$ cat src/hdl/gfau_pkg.sv
// Shared definitions for the GF(2^n) arithmetic unit.
// Holds the default field width, the modulus reset value, the opcodes and the sequencer states.
// Depends on nothing; every other file of the block imports it.
package gfau_pkg;

  // Default field width and the low bits of the default modulus x^8+x^4+x^3+x+1.
  localparam int unsigned FIELD_BITS = 8;
  localparam logic [15:0] POLY_RESET = 16'h001b;

  // Operation codes carried by a request transaction.
  typedef enum logic [1:0] {
    OP_ADD = 2'd0,
    OP_MUL = 2'd1,
    OP_DIV = 2'd2,
    OP_INV = 2'd3
  } gfau_op_e;

  // Sequencer states.
  typedef enum logic [2:0] {
    ST_IDLE,
    ST_MUL,
    ST_DIV,
    ST_INV,
    ST_DONE
  } gfau_state_e;

endpackage

$ cat src/hdl/gfau_req_if.sv
// Request channel of the GF(2^n) arithmetic unit: valid/ready handshake and the operation payload.
// Depends on gfau_pkg for the default field width.
interface gfau_req_if
  import gfau_pkg::*;
#(
  parameter int unsigned FieldBits = FIELD_BITS
);
  logic                 valid;
  logic                 ready;
  logic [1:0]           operation;
  logic [FieldBits-1:0] operand_a;
  logic [FieldBits-1:0] operand_b;

  modport source (output valid, operation, operand_a, operand_b, input ready);
  modport sink   (input valid, operation, operand_a, operand_b, output ready);
endinterface

$ cat src/hdl/gfau_rsp_if.sv
// Response channel of the GF(2^n) arithmetic unit: valid/ready handshake and the result payload.
// Depends on gfau_pkg for the default field width.
interface gfau_rsp_if
  import gfau_pkg::*;
#(
  parameter int unsigned FieldBits = FIELD_BITS
);
  logic                 valid;
  logic                 ready;
  logic [FieldBits-1:0] result_value;
  logic [FieldBits-1:0] remainder_value;
  logic                 error_flag;

  modport source (output valid, result_value, remainder_value, error_flag, input ready);
  modport sink   (input valid, result_value, remainder_value, error_flag, output ready);
endinterface

$ cat src/hdl/gf256_arith_unit_top.sv
// Top level of the GF(2^n) arithmetic unit: sequencer and shared reduce/shift datapath.
// Depends on gfau_pkg, gfau_req_if and gfau_rsp_if.
//
// Usage: a request transaction on req_i carries an operation (add, multiply, divide or
// inverse of operand_a) and two field elements. Exactly one response transaction follows
// on rsp_o with the result, the division remainder and an error flag. The low bits of the
// field modulus (the x^FieldBits term is implicit) are written through cfg_wr_en_i and
// cfg_wr_data_i only while the unit is idle, which the user must ensure; it is unchecked.
// The unit holds one transaction at a time: req_i.ready is high only when it is idle.
// Add and divide by zero go from idle straight to the response state; multiply, divide
// and inverse first run their loops below. A new request is accepted only after the
// response has been taken and the sequencer is back in idle, so an item is finished
// before the next one is taken.
// The multiply loop runs one bit of operand_b per cycle; divide and inverse share one
// unit that each cycle cancels the leading term of one remainder with a shifted copy of
// the other, or for inverse swaps the two, so their length follows the operand degrees.
// The response is held in registers and stays valid until the receiver takes it; a
// stalled receiver simply keeps the unit from accepting the next request.
// Reset returns the sequencer to idle and the modulus to x^8+x^4+x^3+x+1.
module gf256_arith_unit_top
  import gfau_pkg::*;
#(
  parameter int unsigned FieldBits = FIELD_BITS
) (
  input  logic                 clk_i,
  input  logic                 rst_ni,
  input  logic                 cfg_wr_en_i,
  input  logic [FieldBits-1:0] cfg_wr_data_i,
  gfau_req_if.sink             req_i,
  gfau_rsp_if.source           rsp_o
);

  localparam int unsigned DegW = $clog2(FieldBits + 1);
  localparam int unsigned CntW = $clog2(FieldBits + 1);

  // Index of the highest set bit; a zero word gives zero and is handled by the caller.
  function automatic logic [DegW-1:0] deg_of(input logic [FieldBits:0] p);
    logic [DegW-1:0] d;
    d = '0;
    for (int i = 0; i <= FieldBits; i++) begin
      if (p[i]) begin
        d = DegW'(i);
      end
    end
    return d;
  endfunction

  gfau_state_e          state_q, state_d;
  logic [FieldBits-1:0] poly_q;
  logic [FieldBits:0]   r0_q, r1_q, t0_q, t1_q;
  logic [CntW-1:0]      cnt_q;
  logic [FieldBits-1:0] res_q, rem_q;
  logic                 err_q;

  gfau_op_e             req_op;
  logic                 req_fire;
  logic                 rsp_fire;
  logic [DegW-1:0]      deg0, deg1, shamt;
  logic                 can_reduce;
  logic [FieldBits:0]   r0_red, t0_red;
  logic [FieldBits:0]   mul_p;
  logic                 mul_last;
  logic                 inv_done;

  assign req_op   = gfau_op_e'(req_i.operation);
  assign req_fire = req_i.valid && req_i.ready;
  assign rsp_fire = rsp_o.valid && rsp_o.ready;

  // Shared reduce unit: cancel the leading term of r0 with r1 shifted to the same degree,
  // and apply the same shift to the cofactor pair.
  assign deg0       = deg_of(r0_q);
  assign deg1       = deg_of(r1_q);
  assign shamt      = deg0 - deg1;
  assign can_reduce = (r0_q != '0) && (r1_q != '0) && (deg0 >= deg1);
  assign r0_red     = r0_q ^ (r1_q << shamt);
  assign t0_red     = t0_q ^ (t1_q << shamt);
  assign inv_done   = (r1_q == '0);

  // Multiply step, most significant bit of operand_b first: double, reduce, add.
  always_comb begin
    mul_p = {r0_q[FieldBits-1:0], 1'b0};
    if (mul_p[FieldBits]) begin
      mul_p = mul_p ^ {1'b1, poly_q};
    end
    if (t1_q[FieldBits-1]) begin
      mul_p = mul_p ^ {1'b0, r1_q[FieldBits-1:0]};
    end
  end

  assign mul_last = (cnt_q == '0);

  // Sequencer next state.
  always_comb begin
    state_d = state_q;
    case (state_q)
      ST_IDLE: begin
        if (req_i.valid) begin
          case (req_op)
            OP_ADD:  state_d = ST_DONE;
            OP_MUL:  state_d = ST_MUL;
            OP_DIV:  state_d = (req_i.operand_b == '0) ? ST_DONE : ST_DIV;
            OP_INV:  state_d = ST_INV;
            default: state_d = ST_DONE;
          endcase
        end
      end
      ST_MUL: begin
        if (mul_last) begin
          state_d = ST_DONE;
        end
      end
      ST_DIV: begin
        if (!can_reduce) begin
          state_d = ST_DONE;
        end
      end
      ST_INV: begin
        if (inv_done) begin
          state_d = ST_DONE;
        end
      end
      ST_DONE: begin
        if (rsp_fire) begin
          state_d = ST_IDLE;
        end
      end
      default: state_d = ST_IDLE;
    endcase
  end

  // Handshake outputs follow the state alone.
  always_comb begin
    req_i.ready = 1'b0;
    rsp_o.valid = 1'b0;
    case (state_q)
      ST_IDLE: req_i.ready = 1'b1;
      ST_DONE: rsp_o.valid = 1'b1;
      default: begin
        req_i.ready = 1'b0;
        rsp_o.valid = 1'b0;
      end
    endcase
  end

  assign rsp_o.result_value    = res_q;
  assign rsp_o.remainder_value = rem_q;
  assign rsp_o.error_flag      = err_q;

  // Control state and the modulus register.
  always_ff @(posedge clk_i or negedge rst_ni) begin
    if (!rst_ni) begin
      state_q <= ST_IDLE;
      poly_q  <= POLY_RESET[FieldBits-1:0];
    end else begin
      state_q <= state_d;
      if (cfg_wr_en_i) begin
        poly_q <= cfg_wr_data_i;
      end
    end
  end

  // Working registers and the response registers.
  always_ff @(posedge clk_i) begin
    case (state_q)
      ST_IDLE: begin
        if (req_fire) begin
          res_q <= '0;
          rem_q <= '0;
          err_q <= 1'b0;
          t0_q  <= '0;
          t1_q  <= {{FieldBits{1'b0}}, 1'b1};
          r1_q  <= {1'b0, req_i.operand_a};
          cnt_q <= CntW'(FieldBits - 1);
          case (req_op)
            OP_ADD: begin
              res_q <= req_i.operand_a ^ req_i.operand_b;
            end
            OP_MUL: begin
              r0_q <= '0;
              t1_q <= {1'b0, req_i.operand_b};
            end
            OP_DIV: begin
              r0_q  <= {1'b0, req_i.operand_a};
              r1_q  <= {1'b0, req_i.operand_b};
              err_q <= (req_i.operand_b == '0);
            end
            OP_INV: begin
              r0_q <= {1'b1, poly_q};
            end
            default: begin
              r0_q <= '0;
            end
          endcase
        end
      end
      ST_MUL: begin
        r0_q  <= mul_p;
        t1_q  <= t1_q << 1;
        cnt_q <= cnt_q - CntW'(1);
        if (mul_last) begin
          res_q <= mul_p[FieldBits-1:0];
        end
      end
      ST_DIV: begin
        if (can_reduce) begin
          r0_q <= r0_red;
          t0_q <= t0_red;
        end else begin
          res_q <= t0_q[FieldBits-1:0];
          rem_q <= r0_q[FieldBits-1:0];
        end
      end
      ST_INV: begin
        if (inv_done) begin
          // The gcd is left in r0; only a unit gcd has an inverse.
          if (r0_q == {{FieldBits{1'b0}}, 1'b1}) begin
            res_q <= t0_q[FieldBits-1:0];
          end else begin
            err_q <= 1'b1;
          end
        end else if (can_reduce) begin
          r0_q <= r0_red;
          t0_q <= t0_red;
        end else begin
          r0_q <= r1_q;
          r1_q <= r0_q;
          t0_q <= t1_q;
          t1_q <= t0_q;
        end
      end
      default: begin
        res_q <= res_q;
      end
    endcase
  end

endmodule

$ cat src/flat_wrapper.sv
// flat-port wrapper written by rule: the top's interface ports become plain ports
module gf256_arith_unit_top_flat import gfau_pkg::*;
#(
  parameter int unsigned FieldBits = FIELD_BITS
)
  (clk_i, rst_ni, cfg_wr_en_i, cfg_wr_data_i, req_i_valid, req_i_operation, req_i_operand_a, req_i_operand_b, req_i_ready, rsp_o_valid, rsp_o_result_value, rsp_o_remainder_value, rsp_o_error_flag, rsp_o_ready);
  gfau_req_if #(.FieldBits(FieldBits)) req_i_i ();
  gfau_rsp_if #(.FieldBits(FieldBits)) rsp_o_i ();
  input  logic clk_i;
  input  logic rst_ni;
  input  logic cfg_wr_en_i;
  input  logic [FieldBits-1:0] cfg_wr_data_i;
  input wire logic [$bits(req_i_i.valid)-1:0] req_i_valid;
  input wire logic [$bits(req_i_i.operation)-1:0] req_i_operation;
  input wire logic [$bits(req_i_i.operand_a)-1:0] req_i_operand_a;
  input wire logic [$bits(req_i_i.operand_b)-1:0] req_i_operand_b;
  output wire logic [$bits(req_i_i.ready)-1:0] req_i_ready;
  output wire logic [$bits(rsp_o_i.valid)-1:0] rsp_o_valid;
  output wire logic [$bits(rsp_o_i.result_value)-1:0] rsp_o_result_value;
  output wire logic [$bits(rsp_o_i.remainder_value)-1:0] rsp_o_remainder_value;
  output wire logic [$bits(rsp_o_i.error_flag)-1:0] rsp_o_error_flag;
  input wire logic [$bits(rsp_o_i.ready)-1:0] rsp_o_ready;
  assign req_i_i.valid = req_i_valid;
  assign req_i_i.operation = req_i_operation;
  assign req_i_i.operand_a = req_i_operand_a;
  assign req_i_i.operand_b = req_i_operand_b;
  assign req_i_ready = req_i_i.ready;
  assign rsp_o_valid = rsp_o_i.valid;
  assign rsp_o_result_value = rsp_o_i.result_value;
  assign rsp_o_remainder_value = rsp_o_i.remainder_value;
  assign rsp_o_error_flag = rsp_o_i.error_flag;
  assign rsp_o_i.ready = rsp_o_ready;
  gf256_arith_unit_top #(.FieldBits(FieldBits)) u_core (.clk_i(clk_i), .rst_ni(rst_ni), .cfg_wr_en_i(cfg_wr_en_i), .cfg_wr_data_i(cfg_wr_data_i), .req_i(req_i_i), .rsp_o(rsp_o_i));
endmodule
$ cat config.mk
export PLATFORM = sky130hd
export DESIGN_NAME = gf256_arith_unit_top_flat
export DESIGN_NICKNAME = d
export VERILOG_FILES = /design/src/hdl/gfau_pkg.sv /design/src/hdl/gfau_req_if.sv /design/src/hdl/gfau_rsp_if.sv /design/src/hdl/gf256_arith_unit_top.sv /design/src/flat_wrapper.sv
export SDC_FILE = /design/constraint.sdc
export NUM_CORES = 1
export LEC_CHECK = 0
export ABC_AREA = 1
export BUFFER_PORTS_ARGS = -buffer_cell sky130_fd_sc_hd__buf_2
export CORE_AREA = 2 2 93 140
export CTS_CLUSTER_DIAMETER = 150
export DETAILED_ROUTE_END_ITERATION = 12
export DIE_AREA = 0 0 95 142
export SYNTH_ARGS = -nofsm -noshare
export SYNTH_HDL_FRONTEND = slang
export SYNTH_SLANG_ARGS = --single-unit
$ cat constraint.sdc
create_clock -name clk_i -period 7.35 [get_ports clk_i]
set_input_delay 0 -clock clk_i [delete_from_list [all_inputs] [get_ports clk_i]]
set_output_delay 0 -clock clk_i [all_outputs]
set_load 0.01 [all_outputs]
# == After elaboration in Yosys (flattened, before gate mapping) ==
# Index checks and enable logic that the tools add are counted.
# op_classes
add_sub_neg,2
n_lt_le_gt_ge,1
eq_ne,20
n_shift,2
mux,66
bitwise_logic,5
n_reduce_logical,26
# op_table
op,n
9-bit two-way mux,16
9-bit case mux with 3 select lines,3
8-bit two-way mux,10
4-bit two-way mux,9
9-bit case mux with 4 select lines,1
8-bit case mux with 4 select lines,1
3-bit two-way mux,10
9-bit bitwise XOR,3
9-bit case mux with 2 select lines,1
9-bit nonzero test,2
9-bit by 4-bit left shift with 9-bit output,2
8-bit case mux with 2 select lines,1
4-bit AND reduction,4
3-bit case mux with 5 select lines,1
"2-bit by 1-bit != test with 1-bit output, second input constant",6
3-bit case mux with 4 select lines,1
"2-bit != test, second input constant",5
5-bit AND reduction,2
"9-bit by 1-bit == test with 1-bit output, second input constant",1
9-bit zero test,1
9-bit by 8-bit bitwise XOR with 9-bit output,1
8-bit zero test,1
1-bit two-way mux,8
4-bit case mux with 2 select lines,1
22 further kinds,31
# totals
ff_bits,68
input_bits,31
output_inout_bits,19
wordCells,132

# == Logic depth before layout (Yosys ltp) ==
# depth
word_depth,14
mapped_depth,19
depth_no_buf,18

# == Worst setup path after synthesis ==
# No wires, ideal clock.
# synth_path
kind,reg2reg
start,reg u_core.r0_q[1]
end,reg u_core.r0_q[0] (enable)
setup_ns,0.378
arrival_ns,2.474
required_ns,6.972
setup_slack_ns,4.498
path_stages_with_launch,15
n_path_buf,0
synth_period_minus_slack_ns,2.852
path_cell_list,edfxtp_1 > inv_1 > o21ai_0 > a21oi_1 > o21ai_0 > nand2_1 > ha_1 > fa_1 > inv_1 > nand3_1 > nand3_1 > nand3_4 > nand2_1 > nand3_1 > a21oi_1
# synth_via
elab_chain_cells,12
word_cells_on_any_way,14
cone_classes,order compare (1); eq/ne (1); mux (8); reduce/logical (4)
# synth_rtl
element,line,source
"start, declared",gf256_arith_unit_top.sv:50,"logic [FieldBits:0] r0_q, r1_q, t0_q, t1_q;"
"start signal, assigned",gf256_arith_unit_top.sv:183,"r0_q <= {1'b0, req_i.operand_a};"
"start signal, assigned",gf256_arith_unit_top.sv:188,"r0_q <= {1'b1, poly_q};"
"start signal, assigned",gf256_arith_unit_top.sv:197,r0_q <= mul_p;
1-bit two-way mux,gf256_arith_unit_top.sv:41,if (p[i]) begin
4-bit two-way mux (7 in series),gf256_arith_unit_top.sv:41,
4-bit >= comparator,gf256_arith_unit_top.sv:74,assign can_reduce = (r0_q != '0) && (r1_q != '0) && (deg0 >= deg1);
1-bit logical AND (*),gf256_arith_unit_top.sv:74,
2-bit by 1-bit != test with 1-bit output (no source line) (*),n/a,
5-bit AND reduction (no source line) (*),n/a,
# Mark *: on every way between the ends. The rest lies on a longest branch, timed or not.
# A chain may end at the register's enable or synchronous reset.

# == Worst setup path in the final report ==
# layout_path
start,reg u_core.r0_q[1]
end,reg u_core.r0_q[3] (enable)
# Same word-level chain as after synthesis.

==> metrics.txt <==
TritonCTS clock tree=built; Initial Util=between 40% and 50%; # rows=50; via count=about 5.1k; RePlAce Congestion=slightly below 1; Post-synth ARST share=16.7%; Worst R2R Setup Slack=~3.6 ns; most common cell after layout, fill and taps aside=nand2_1; die area=13500 um2; initial drt markers=454; # port buffers=49; Layout Nets=a little under 800; post-synthesis sequential area ratio=between 30% and 40%; initial antenna violation count=0; Arr. time, crit path=roughly 3.8 ns; cts bufs inserted=9; largest net degree at the start of global routing=36; synthesized flop and latch total=66; Post-Syn Instances=about 690; final setup violation count=0; largest fanout on the critical path=25; critical path class=reg2reg; CP Capture Type=register; first-pass iteration count of the detailed router=6; wire per inst=between 15 and 20 um; fin util=a little under half; final wirelength=about 17 mm; core area=approximately 12000 um2; most frequent cells in the layout=nand2_1 (186), nand3_1 (96), inv_1 (70); grt total ovfl=0; setup tns final=0 ns; final hold vios=0; crit path launch type=register; Tcrit/Tclk final=about half; Worst-Skew Late Latency=0.35 ns; die height=142 um; Worst Skew=0.0132 ns; Seq. cell area=approximately 1900 um2; required time worst endpoint=between 7 and 8 ns; number of synthesized flops with an enable pin=55; Multi-input gate area=roughly 2600 um2; yosys warns=0; Tmin final=approximately 3.8 ns; worst rel slew slack=a little over a quarter; clk sink count=between 60 and 70; Simple-Gate Fraction of Synth Area=roughly 33%; number of global-route vias before repair=just under 5k; worst slew pin tran=between 1 and 1.5 ns; Pins Over Slew Limit=0; HPWL Detailed=between 10 and 15 mm; gr usage total=about a quarter; Inserted Diodes=0; HP Class=in2reg; share of cells above drive strength 1=between 10% and 20%; Post-Synth Adder-Cell Area=around 2.6%; post-synth net total=between 700 and 800; Post-synth top flop=edfxtp_1; syn_area_per_cell=approximately 7.4 um2; P&R area growth vs syn=13.0%; multiplexer share of the synthesized area=1.33%; setup bufs post-CTS=0; drt via density=5.70; Fmax=around 260 MHz; final-layout fill cell count=~1.2k; number of distinct library cells after synthesis=between 40 and 50; # IOs=50; clock root buffer=clkbuf_16; first-pass GRT wire length=roughly 26 mm; maxcap violations=0; Clock transition at path regs=0.06 ns; synthesized area=a little over 5000 um2; unrepaired setup endpoints after global routing=false; Post-Synth XOR/XNOR Area=~1.7%; final antenna-violating net count=0; complex-gate fraction of the synthesized area=approximately an eighth; htree depth=3; largest buffer count on any clock path=2; largest family of logic cells by synthesized area=simple AND/OR/NAND/NOR gates; number of remaining DRC errors=0; status=complete, no violations; Die W=around 95 um
## through the flow
step | hold slack (ns) | setup WS, ns | instances | instance area, um2
after floorplan | -0.296 | 4.50 | 686 | 5080
after global placement | -0.112 | 3.71 | 864 | 5330
after detailed placement | -0.109 | 3.62 | 864 | 5330
after CTS | 0.0174 | 3.58 | 892 | 5750
after global routing | 0.0472 | 3.18 | 892 | 5750
final | 0.0387 | 3.56 | 892 | 5750
## registers in the layout (all words and copies together) (netlist names)
register and cells:
u_core.r0_q 9, u_core.r1_q 9, u_core.poly_q 8, u_core.rsp_o.remainder_value 8, u_core.rsp_o.result_value 8, u_core.t0_q 8, u_core.t1_q 8, u_core.cnt_q 4
u_core.state_q 3, u_core.rsp_o.error_flag 1
## routing by layer
layer	GRT usage (%)	part of all wire, %	up-vias
met5	0	0	-
met4	16.6	6.1	0
li1	-	-	2422
met1	32.6	39	2369
met3	3.50	5.9	57
met2	42.9	49	234
## synth_stat cells, types with 2 or more instances
master    number  share of area (%)
nand2_1      186                 14
nand3_1       96                9.5
inv_1         70                5.2
edfxtp_1      55                 32
nor2_1        48                3.5
o21ai_0       39                3.8
a21oi_1       22                2.2
nand4_1       16                2.0
inv_2         13               0.96
o211ai_1      10                1.5
ha_1           9                2.2
o21ai_1        9               0.89
xor2_1         9                1.6
a32oi_1        8                1.4
buf_4          7                1.0
buf_6          7                1.6
dfrtp_1        7                3.4
o221ai_1       7                1.2
buf_2          6               0.59
clkbuf_1       6               0.44
mux2_2         6                1.3
nand2_2        6               0.74
o21bai_1       6               0.89
nand3_2        5               0.98
a31oi_1        4               0.49
dfstp_2        4                2.1
nor2_2         4               0.49
a21oi_2        3               0.52
nand2_4        2               0.44
nor3_1         2               0.20
## final cells by class
class / count / area share, %
inverters: 85 / 5.60
clock buffers: 10 / 3.99
flip-flops and latches: 66 / 33.6
well taps: 156 / 3.40
clock inverters: 6 / 1.18
multi-input cells: 507 / 45.7
repair buffers: 62 / 6.49
## critical path, stage by stage (launching register included)
cell	delay [ns]
edfxtp_1	0.38
inv_1	0.12
o21ai_0	0.17
a21oi_1	0.08
o21ai_0	0.16
nand2_1	0.09
ha_1	0.72
nand4_1	0.18
nand3_1	0.16
nand3_4	0.28
nand2_1	0.16
nand3_1	0.12
a21oi_1	0.78
## path summary, 6_finish.rpt
kind / start / cells after the start / endpoint
worst max-delay path: u_core.r0_q[1] / 12 / u_core.r0_q[3]
worst min-delay path: cfg_wr_en_i / 2 / u_core.poly_q[7]
worst max register to register: u_core.r0_q[1] / 12 / u_core.r0_q[3]
worst min register to register: u_core.poly_q[2] / 1 / u_core.poly_q[2]
max in group asynchronous: rst_ni / 2 / u_core.poly_q[3]
min in group asynchronous: rst_ni / 2 / u_core.state_q[2]
## timing repair
item,in CTS,in global routing
gates resized for setup,0,0
endpoints found under the hold margin,20,0
hold buffers,12,0
## cell families after synthesis
| logic type | after synthesis |
|---|---|
| XOR/XNOR | 10 |
| AO/OA/AOI/OAI | 110 |
| AND/OR/NAND/NOR | 371 |
| adder cells (fa/ha/maj) | 10 |
| flip-flops | 66 |
| buffers and inverters | 113 |
| multiplexers | 6 |
Power is not shown: default switching activity piles up to over one toggle a cycle in this logic, so the estimate is an artifact.
